--- src/sv/gbc_pkg.sv ---
// Shared types and constants for the clamped-window Gaussian blur.
// No dependencies; imported by every module of the block.
package gbc_pkg;

    // Largest frame height the row counters cover
    localparam int MAX_HEIGHT = 4096;
    // Width of one channel accumulator
    localparam int ACC_W = 32;
    // Width of one tap weight after the Q0.16 product shift
    localparam int TW_W = 16;

    // Configuration register indexes
    localparam logic [2:0] REG_FRAME_WIDTH   = 3'd0;
    localparam logic [2:0] REG_FRAME_HEIGHT  = 3'd1;
    localparam logic [2:0] REG_CHANNEL_COUNT = 3'd2;
    localparam logic [2:0] REG_BLUR_RADIUS   = 3'd3;
    localparam logic [2:0] REG_WEIGHT_CENTER = 3'd4;
    localparam logic [2:0] REG_WEIGHT_ONE    = 3'd5;
    localparam logic [2:0] REG_WEIGHT_TWO    = 3'd6;
    localparam logic [2:0] REG_WEIGHT_THREE  = 3'd7;

    // Input request kinds
    localparam logic ACT_PIXEL = 1'b0;
    localparam logic ACT_DRAIN = 1'b1;

    // Sequencer states
    typedef enum logic [2:0] {
        ST_IDLE,
        ST_CHECK,
        ST_TAP,
        ST_TAIL,
        ST_ADVANCE,
        ST_DECIDE,
        ST_OUT
    } gbc_state_t;

    // Accumulator control shared by all lanes
    typedef struct packed {
        logic clear;
        logic enable;
    } lane_ctrl_t;

endpackage

--- src/sv/gbc_lane.sv ---
// One channel multiply-accumulate lane of the blur window.
// Depends on gbc_pkg for the accumulator and tap weight widths.
module gbc_lane (
    input  logic                     clk,
    input  logic                     rst_n,
    input  gbc_pkg::lane_ctrl_t      ctrl,
    input  logic [7:0]               sample,
    input  logic [gbc_pkg::TW_W-1:0] tap_weight,
    output logic [gbc_pkg::ACC_W-1:0] acc
);
    import gbc_pkg::*;

    logic [ACC_W-1:0] acc_reg;
    logic [ACC_W-1:0] acc_next;

    // Clear at window start, add one weighted tap per valid cycle
    always_comb
    begin
        acc_next = acc_reg;
        if (ctrl.clear)
        begin
            acc_next = '0;
        end
        else if (ctrl.enable)
        begin
            acc_next = acc_reg + ACC_W'(ACC_W'(sample) * ACC_W'(tap_weight));
        end
    end

    always_ff @(posedge clk or negedge rst_n)
    begin
        if (!rst_n)
        begin
            acc_reg <= '0;
        end
        else
        begin
            acc_reg <= acc_next;
        end
    end

    assign acc = acc_reg;

endmodule

--- config.mk ---
export PLATFORM = sky130hd
export DESIGN_NAME = gbc_lane
export DESIGN_NICKNAME = d
export VERILOG_FILES = /design/src/sv/gbc_pkg.sv /design/src/sv/gbc_lane.sv
export SDC_FILE = /design/constraint.sdc
export NUM_CORES = 1
export LEC_CHECK = 0
export ABC_AREA = 1
export BUFFER_PORTS_ARGS = -buffer_cell sky130_fd_sc_hd__buf_4
export CAP_MARGIN = 20
export CORE_ASPECT_RATIO = 0.5
export CORE_MARGIN = 2
export CORE_UTILIZATION = 40
export CTS_CLUSTER_DIAMETER = 60
export DETAILED_ROUTE_END_ITERATION = 16
export PLACE_DENSITY_LB_ADDON = 0.3
export SLEW_MARGIN = 20
export SYNTH_ARGS = -nofsm -noshare
export SYNTH_HDL_FRONTEND = slang
export SYNTH_SLANG_ARGS = --single-unit
--- constraint.sdc ---
create_clock -name clk -period 7.1 [get_ports clk]
set_input_delay 0.71 -clock clk [delete_from_list [all_inputs] [get_ports clk]]
set_output_delay 0.71 -clock clk [all_outputs]
set_load 0.005 [all_outputs]
==> run summary <==
# port buffers - 59
Clock-pin slew on the worst setup and hold paths - 0.06 ns
Die width - 190.2 microns
Avg WL per Cell - 13.97 microns
Final ANT Viol Nets - 0
Cell area after synthesis - 0.006932 sq mm
Die H - 97.09 microns
RSZ-0062 raised after global routing - no
Clock buffer count from CTS - 5
Worst slew pin tran - 0.4960 ns
Full die area - 0.01846 sq mm
GR Util All Layers - 0.2028
WS Path Type - in2reg
Largest net degree at the start of global routing - 33
Root Buffer - clkbuf_16
Filler cell count - 1780
H-Tree Depth - 2
Vias per cell - 4.635
Crit path from - sample[3]
Grt total ovfl - 0
Status - completed
Most frequent cells in the layout - 317 x inv_1, 301 x nand2_1, 106 x fa_1, 61 x buf_4, 49 x ha_1
Starting Density - 0.4155
Vias in the first global route - 5947
CTS tree - built
First-pass GRT wire length - 29.55 mm
Largest register FFs - 32
Final HPWL DP - 15.26 mm
Clock Skew - 0.003593 ns
YS warnings - 0
Syn Area/Cell - 6.829 sq um
Post-CTS Setup Inserts - 0
Max-Cap Viols - 0
Synth cell types - 31
Tcrit/Tclk final - 0.6324
Commonest non-fill, non-tap cell in the layout - inv_1
Core Box Area - 0.01668 sq mm
Hold Vio Cnt, Final - 0
Initial DRC Count - 422
IO Count - 60
Crit end category - register
RR Startpoint - acc[9]
Vias post-DR - 5905
CTS Hold Buffers Added - 0
Seq/Total Area, Yosys - 0.1155
Slew margin rel. - 0.6694
Layout Nets - 1230
Pre-Repair DR Iteration Count - 6
Initial antenna violation count - 0
Layout cells sized above 1 - 0.09074
Post-cts sizing count - 0
Site Rows - 33
#FFs+latches synth - 32
Final setup violation count - 0
TNS Setup - 0 ns
N_diodes - 0
Clock Latency Late Sink - 0.29 ns
Fmax - 0.2227 GHz
Critical Path AT - 4.64 ns
Area delta synth->final - 10.90%
Final GP Congestion - 0.9047
Clock Tree Buf Depth - 2
Syn_nets - 1198
Worst EP required - 7.25 ns
Mapped Cells - 1015
CP Max Fanout - 16
Critical Path Start Type - primary input
DRC Markers - 0
Clock sinks - 32
Final WL - 17.79 mm
Pins Over Slew Limit - 0
Tmin final - 4.490 ns
Type of the worst min-delay path - in2async
-- critical path, cell delays in order --
cell	delay (ns)
buf_4	0.23
nand2_1	0.12
fa_1	0.49
fa_1	0.55
inv_1	0.06
fa_1	0.54
inv_1	0.06
fa_1	0.55
inv_1	0.05
ha_1	0.34
nand2_1	0.15
inv_1	0.07
nand2_1	0.06
nand2_1	0.04
nand2_1	0.06
nand3_2	0.12
o21ai_0	0.27
o21ai_0	0.16
-- cell type report --
class | count | area (sq um) | area share
Inverter | 320 | 1204 | 0.1566
Sequential cell | 32 | 800.8 | 0.1042
Tap cell | 227 | 284.0 | 0.03695
Timing Repair Buffer | 61 | 457.9 | 0.05957
Clock buffer | 7 | 152.6 | 0.01986
Multi-Input combinational cell | 627 | 4788 | 0.6229
-- kinds of logic (layout without fill, tap and decap cells) --
group,after synthesis,after routing,synth area share
and+or+nand+nor,404,404,0.2417
buffers and inverters,356,388,0.1937
adders and majority gates,155,155,0.3946
AOI/OAI and AO/OA,67,67,0.05325
DFF,32,32,0.1155
xor gates and xnor gates,1,1,0.001264
-- path summary, 6_finish.rpt --
path / endpoint / slack [ns] / cells after the start
worst min register to register: acc[25] / 0.52 / 2
min in group clk: acc[25] / 0.52 / 2
max in group asynchronous: acc[0] / 6.37 / 1
worst min-delay path: acc[22] / 0.39 / 1
worst max-delay path: acc[13] / 2.61 / 18
worst max register to register: acc[15] / 2.94 / 17
-- synth_stat cells (all sizes together) --
cell type    n  area (sq um)
a22o         1         8.760
nand3       37         220.2
nand3b       4         30.03
inv        320          1204
o21ai       29         145.1
dfrtp       32         800.8
o21bai       3         22.52
o211ai       1         7.510
ha          49         613.1
nand2      310          1186
buf          2         10.01
a21oi       28         151.4
nor2        41         163.9
clkbuf      34         128.9
fa         106          2122
xnor2        1         8.760
nor3         4         25.02
o22ai        3         18.77
and2         6         37.54
nand4        2         12.51
a21boi       2         15.02
-- metal layers --
metal / track usage / part of all wire / up-vias
li1: - / - / 2940
met1: 0.3067 / 0.50 / 2804
met2: 0.3083 / 0.43 / 148
met3: 0.03539 / 0.065 / 13
met4: 0.02982 / 0.0086 / 0
met5: 0 / 0 / -
-- metrics by stage --
stage | cells | setup slack [ns] | hold slack (ns) | area (sq um) | util
CTS | 1274 | 2.620 | 0.4089 | 7687 | 0.4608
global route | 1274 | 2.374 | 0.4271 | 7687 | 0.4608
global placement | 1267 | 2.381 | 0.5191 | 7535 | 0.4517
floorplan | 1015 | 2.426 | 0.4144 | 6932 | -
detailed placement | 1267 | 2.334 | 0.5170 | 7535 | 0.4517
finish | 1274 | 2.610 | 0.3893 | 7687 | 0.4608
Power is not shown: default switching activity piles up to over one toggle a cycle in this logic, so the estimate is an artifact.
