[config.mk]
export PLATFORM = sky130hd
export DESIGN_NAME = gbc_merge
export DESIGN_NICKNAME = d
export VERILOG_FILES = /design/src/sv/gbc_pkg.sv /design/src/sv/gbc_merge.sv
export SDC_FILE = /design/constraint.sdc
export NUM_CORES = 1
export LEC_CHECK = 0
export BUFFER_PORTS_ARGS = -buffer_cell sky130_fd_sc_hd__buf_2
export CORE_ASPECT_RATIO = 2
export CORE_MARGIN = 3
export CORE_UTILIZATION = 30
export DETAILED_ROUTE_END_ITERATION = 8
export PLACE_DENSITY = 0.67
export SETUP_SLACK_MARGIN = 0.4
export SLEW_MARGIN = 5
export SYNTH_ARGS = -nofsm -noshare
export SYNTH_HDL_FRONTEND = slang
export SYNTH_SLANG_ARGS = --single-unit
[constraint.sdc]
create_clock -name vclk -period 5.9
set_input_delay 0.885 -clock vclk [all_inputs]
set_output_delay 0.885 -clock vclk [all_outputs]
set_load 0.02 [all_outputs]
[src/sv/gbc_pkg.sv]
// Shared types and constants for the clamped-window Gaussian blur.
// No dependencies; imported by every module of the block.
package gbc_pkg;

    // Largest frame height the row counters cover
    localparam int MAX_HEIGHT = 4096;
    // Width of one channel accumulator
    localparam int ACC_W = 32;
    // Width of one tap weight after the Q0.16 product shift
    localparam int TW_W = 16;

    // Configuration register indexes
    localparam logic [2:0] REG_FRAME_WIDTH   = 3'd0;
    localparam logic [2:0] REG_FRAME_HEIGHT  = 3'd1;
    localparam logic [2:0] REG_CHANNEL_COUNT = 3'd2;
    localparam logic [2:0] REG_BLUR_RADIUS   = 3'd3;
    localparam logic [2:0] REG_WEIGHT_CENTER = 3'd4;
    localparam logic [2:0] REG_WEIGHT_ONE    = 3'd5;
    localparam logic [2:0] REG_WEIGHT_TWO    = 3'd6;
    localparam logic [2:0] REG_WEIGHT_THREE  = 3'd7;

    // Input request kinds
    localparam logic ACT_PIXEL = 1'b0;
    localparam logic ACT_DRAIN = 1'b1;

    // Sequencer states
    typedef enum logic [2:0] {
        ST_IDLE,
        ST_CHECK,
        ST_TAP,
        ST_TAIL,
        ST_ADVANCE,
        ST_DECIDE,
        ST_OUT
    } gbc_state_t;

    // Accumulator control shared by all lanes
    typedef struct packed {
        logic clear;
        logic enable;
    } lane_ctrl_t;

endpackage

[src/sv/gbc_merge.sv]
// Merging stage: rounds and saturates the lane sums into output bytes.
// Depends on gbc_pkg for the accumulator width.
module gbc_merge #(
    parameter int LANES = 4
) (
    input  logic [gbc_pkg::ACC_W-1:0] acc [LANES],
    input  logic [2:0]                chans,
    output logic [31:0]               pixel
);
    import gbc_pkg::*;

    logic [ACC_W:0]    rounded [LANES];
    logic [ACC_W-16:0] scaled  [LANES];

    // Round to nearest, drop the Q0.16 fraction, clamp to a byte
    always_comb
    begin
        pixel = '0;
        for (int c = 0; c < LANES; c++)
        begin
            rounded[c] = {1'b0, acc[c]} + (ACC_W + 1)'(32768);
            scaled[c]  = rounded[c][ACC_W:16];
            if (c < int'(chans))
            begin
                if (scaled[c] > (ACC_W - 15)'(255))
                begin
                    pixel[8*c +: 8] = 8'hFF;
                end
                else
                begin
                    pixel[8*c +: 8] = scaled[c][7:0];
                end
            end
        end
    end

endmodule

==> impl_results.md <==
- Status: finished clean
- Vias in the first global route: 2313
- Design area: 2240 sq um
- Post-route ant nets: 0
- Drt wl/cell: 15.0 um
- Peak VDD IR: 27.8 uV
- DR vias/cell: 5.96
- Post-Syn Area: 1650 sq um
- Largest net degree at the start of global routing: 9
- WP data required: 5.02 ns
- Fin crit share: 65.9%
- RSZ-0062 raised after global routing: no
- Clock Power Share: 0%
- Clock buffer cells: 0
- Number of sequential cells: 0
- Number of diodes: 0
- Die X: 58.5 um
- Hold WC Path Type: input pin to output pin
- DRC viols: 0
- Post-DP HPWL: 5200 um
- Resized Gates After CTS: 0
- Die height: 111 um
- Maximum clock frequency: 0.257 GHz
- Effective utilization at floorplan: 31.6%
- First-pass GRT wire length: 9880 um
- Layout cell share with drive strength beyond 1: 35.7%
- CP peak stage delay: 0.80 ns
- Pwr dens: 61.9 nW/um^2
- Syn_area_per_cell: 6.89 sq um
- Element type at the critical path start: input pin
- CP Max Fanout: 8
- Max Slew Vio Count: 0
- I/O Buffers: 103
- Vias: 2385
- Slowest cell on crit path: o31ai_1
- Grt ovf: 0
- Seq/Total Area, Yosys: 0%
- Register area: 0 sq um
- DR iter-0 viols: 99
- WP buf/inv: 2
- P_int: 0.0526 mW
- CP Cell Sequence: buf_2 > ha_1 > and4_1 > and3_1 > o31ai_1 > a31oi_1 > buf_2
- Num rows: 37
- Post-CTS Setup Bufs: 0
- Final Hold Viols: 0
- Leakage: 0.900 nW
- Crit path top cell by count: buf_2
- Final TNS setup: 0 ns
- Sw frac: 62.0%
- Initial antenna violation count: 0
- Post-synth net total: 375
- Max-cap viol count: 0
- Hold_buf cts: 0
- Commonest non-fill, non-tap cell in the layout: buf_2
- Ports: 163
- WL final: 6010 um
- CORE AREA: 5230 sq um
- Placer congestion estimate: 0.832
- Syn Inst Count: 240
- Tightest Pin Transition: 1.00 ns
- Fill count: 568
- Crit path time final: 3.89 ns
- Setup violations, final: 0
- Final nets: 479
- First drt pass iteration count: 4
- Synth cell types: 54
- Most frequent cells in the layout: 103 x buf_2, 27 x a31oi_1, 22 x nand2_1
- Area grow syn2layout: 35.4%
- Global router's overall resource usage: 17.8%
- Placement Cell Area: 2240 sq um
- Kind of critical path: input pin to output pin
- P_sw: 0.0858 mW
- Crit end category: output pin
- Die ar.: 6490 sq um
- Flop pwr share: 0%
- Combinational share of power: 100.0%
- Max transition margin: 32.8%
- Ys Warns: 0
- Crit path DAT: 3.00 ns
- Crit path max-delay family: compound AO/OA/AOI/OAI gates
-- stage by stage --
step / worst slack [ns] / utilization [%] / hold WS (ns) / std cells / total power [mW]
2_1_floorplan: 2.44 / - / 2.03 / 240 / 0.0696
3_3_place_gp: 2.08 / 42.8 / 2.24 / 400 / 0.136
3_5_place_dp: 2.04 / 42.8 / 2.23 / 400 / 0.138
4_1_cts: 2.03 / 42.8 / 2.24 / 400 / 0.139
5_1_grt: 1.85 / 42.8 / 2.28 / 400 / 0.152
6_report: 2.01 / 42.8 / 2.24 / 400 / 0.138
-- cell type report --
| class | instances | area (sq um) | share of cell area, % |
|---|---|---|---|
| inverter | 12 | 45.0 | 2.01 |
| multi-input combinational | 227 | 1600 | 71.7 |
| tap | 58 | 72.6 | 3.24 |
| timing repair buffer | 103 | 515 | 23.0 |
-- worst paths after layout --
path | startpoint | to | slack, ns | cells after the start
worst max-delay path | acc[47] | pixel[23] | 2.01 | 7
worst min-delay path | acc[23] | pixel[31] | 2.24 | 4
-- logic make-up after synthesis --
logic type	count (synthesis)	share of synthesized area (%)
compound gates	67	31.4
xor+xnor	25	13.2
fa+ha+maj	4	3.03
buf+inv	13	2.95
mux	6	3.86
simple gates	125	45.5
-- worst min-delay path, cell delays in order --
cell and delay, ns:
buf_2 0.11, xnor2_1 0.12, a31oi_1 0.08, buf_2 0.16
-- synth_stat cells, drive strengths merged, types with 2 or more instances --
cell type | instances | area (sq um)
a211oi | 2 | 20.0
a21oi | 3 | 15.0
a22oi | 2 | 20.0
a311oi | 2 | 35.0
a31o | 2 | 17.5
a31oi | 27 | 169
a41oi | 7 | 61.3
and3 | 5 | 31.3
and4 | 6 | 52.6
ha | 4 | 50.1
inv | 11 | 41.3
mux2 | 3 | 33.8
mux2i | 3 | 30.0
nand2 | 22 | 82.6
nand3 | 18 | 90.1
nand4 | 21 | 174
nor2 | 16 | 60.1
nor3 | 15 | 80.1
nor3b | 4 | 30.0
nor4 | 6 | 58.8
o211a | 2 | 20.0
o21ai | 10 | 50.1
or3 | 4 | 25.0
xnor2 | 12 | 105
xor2 | 13 | 114
-- power groups by stage --
stage / combinational, mW / clock (mW) / sequential (mW)
after floorplan: 0.0696 / 0 / 0
after global placement: 0.136 / 0 / 0
after detailed placement: 0.138 / 0 / 0
after CTS: 0.139 / 0 / 0
after global routing: 0.152 / 0 / 0
final: 0.138 / 0 / 0
-- layer usage --
metal  part of all wire, %  vias up  GRT usage (%)  wire, um
li1                      -     1194              -         -
met4                   2.2        0           3.87       133
met3                   6.0       14           1.63       360
met2                    57       97           35.5      3420
met5                     0        -              0         0
met1                    35     1080           18.6      2090
(Power assumes the default switching activity.)
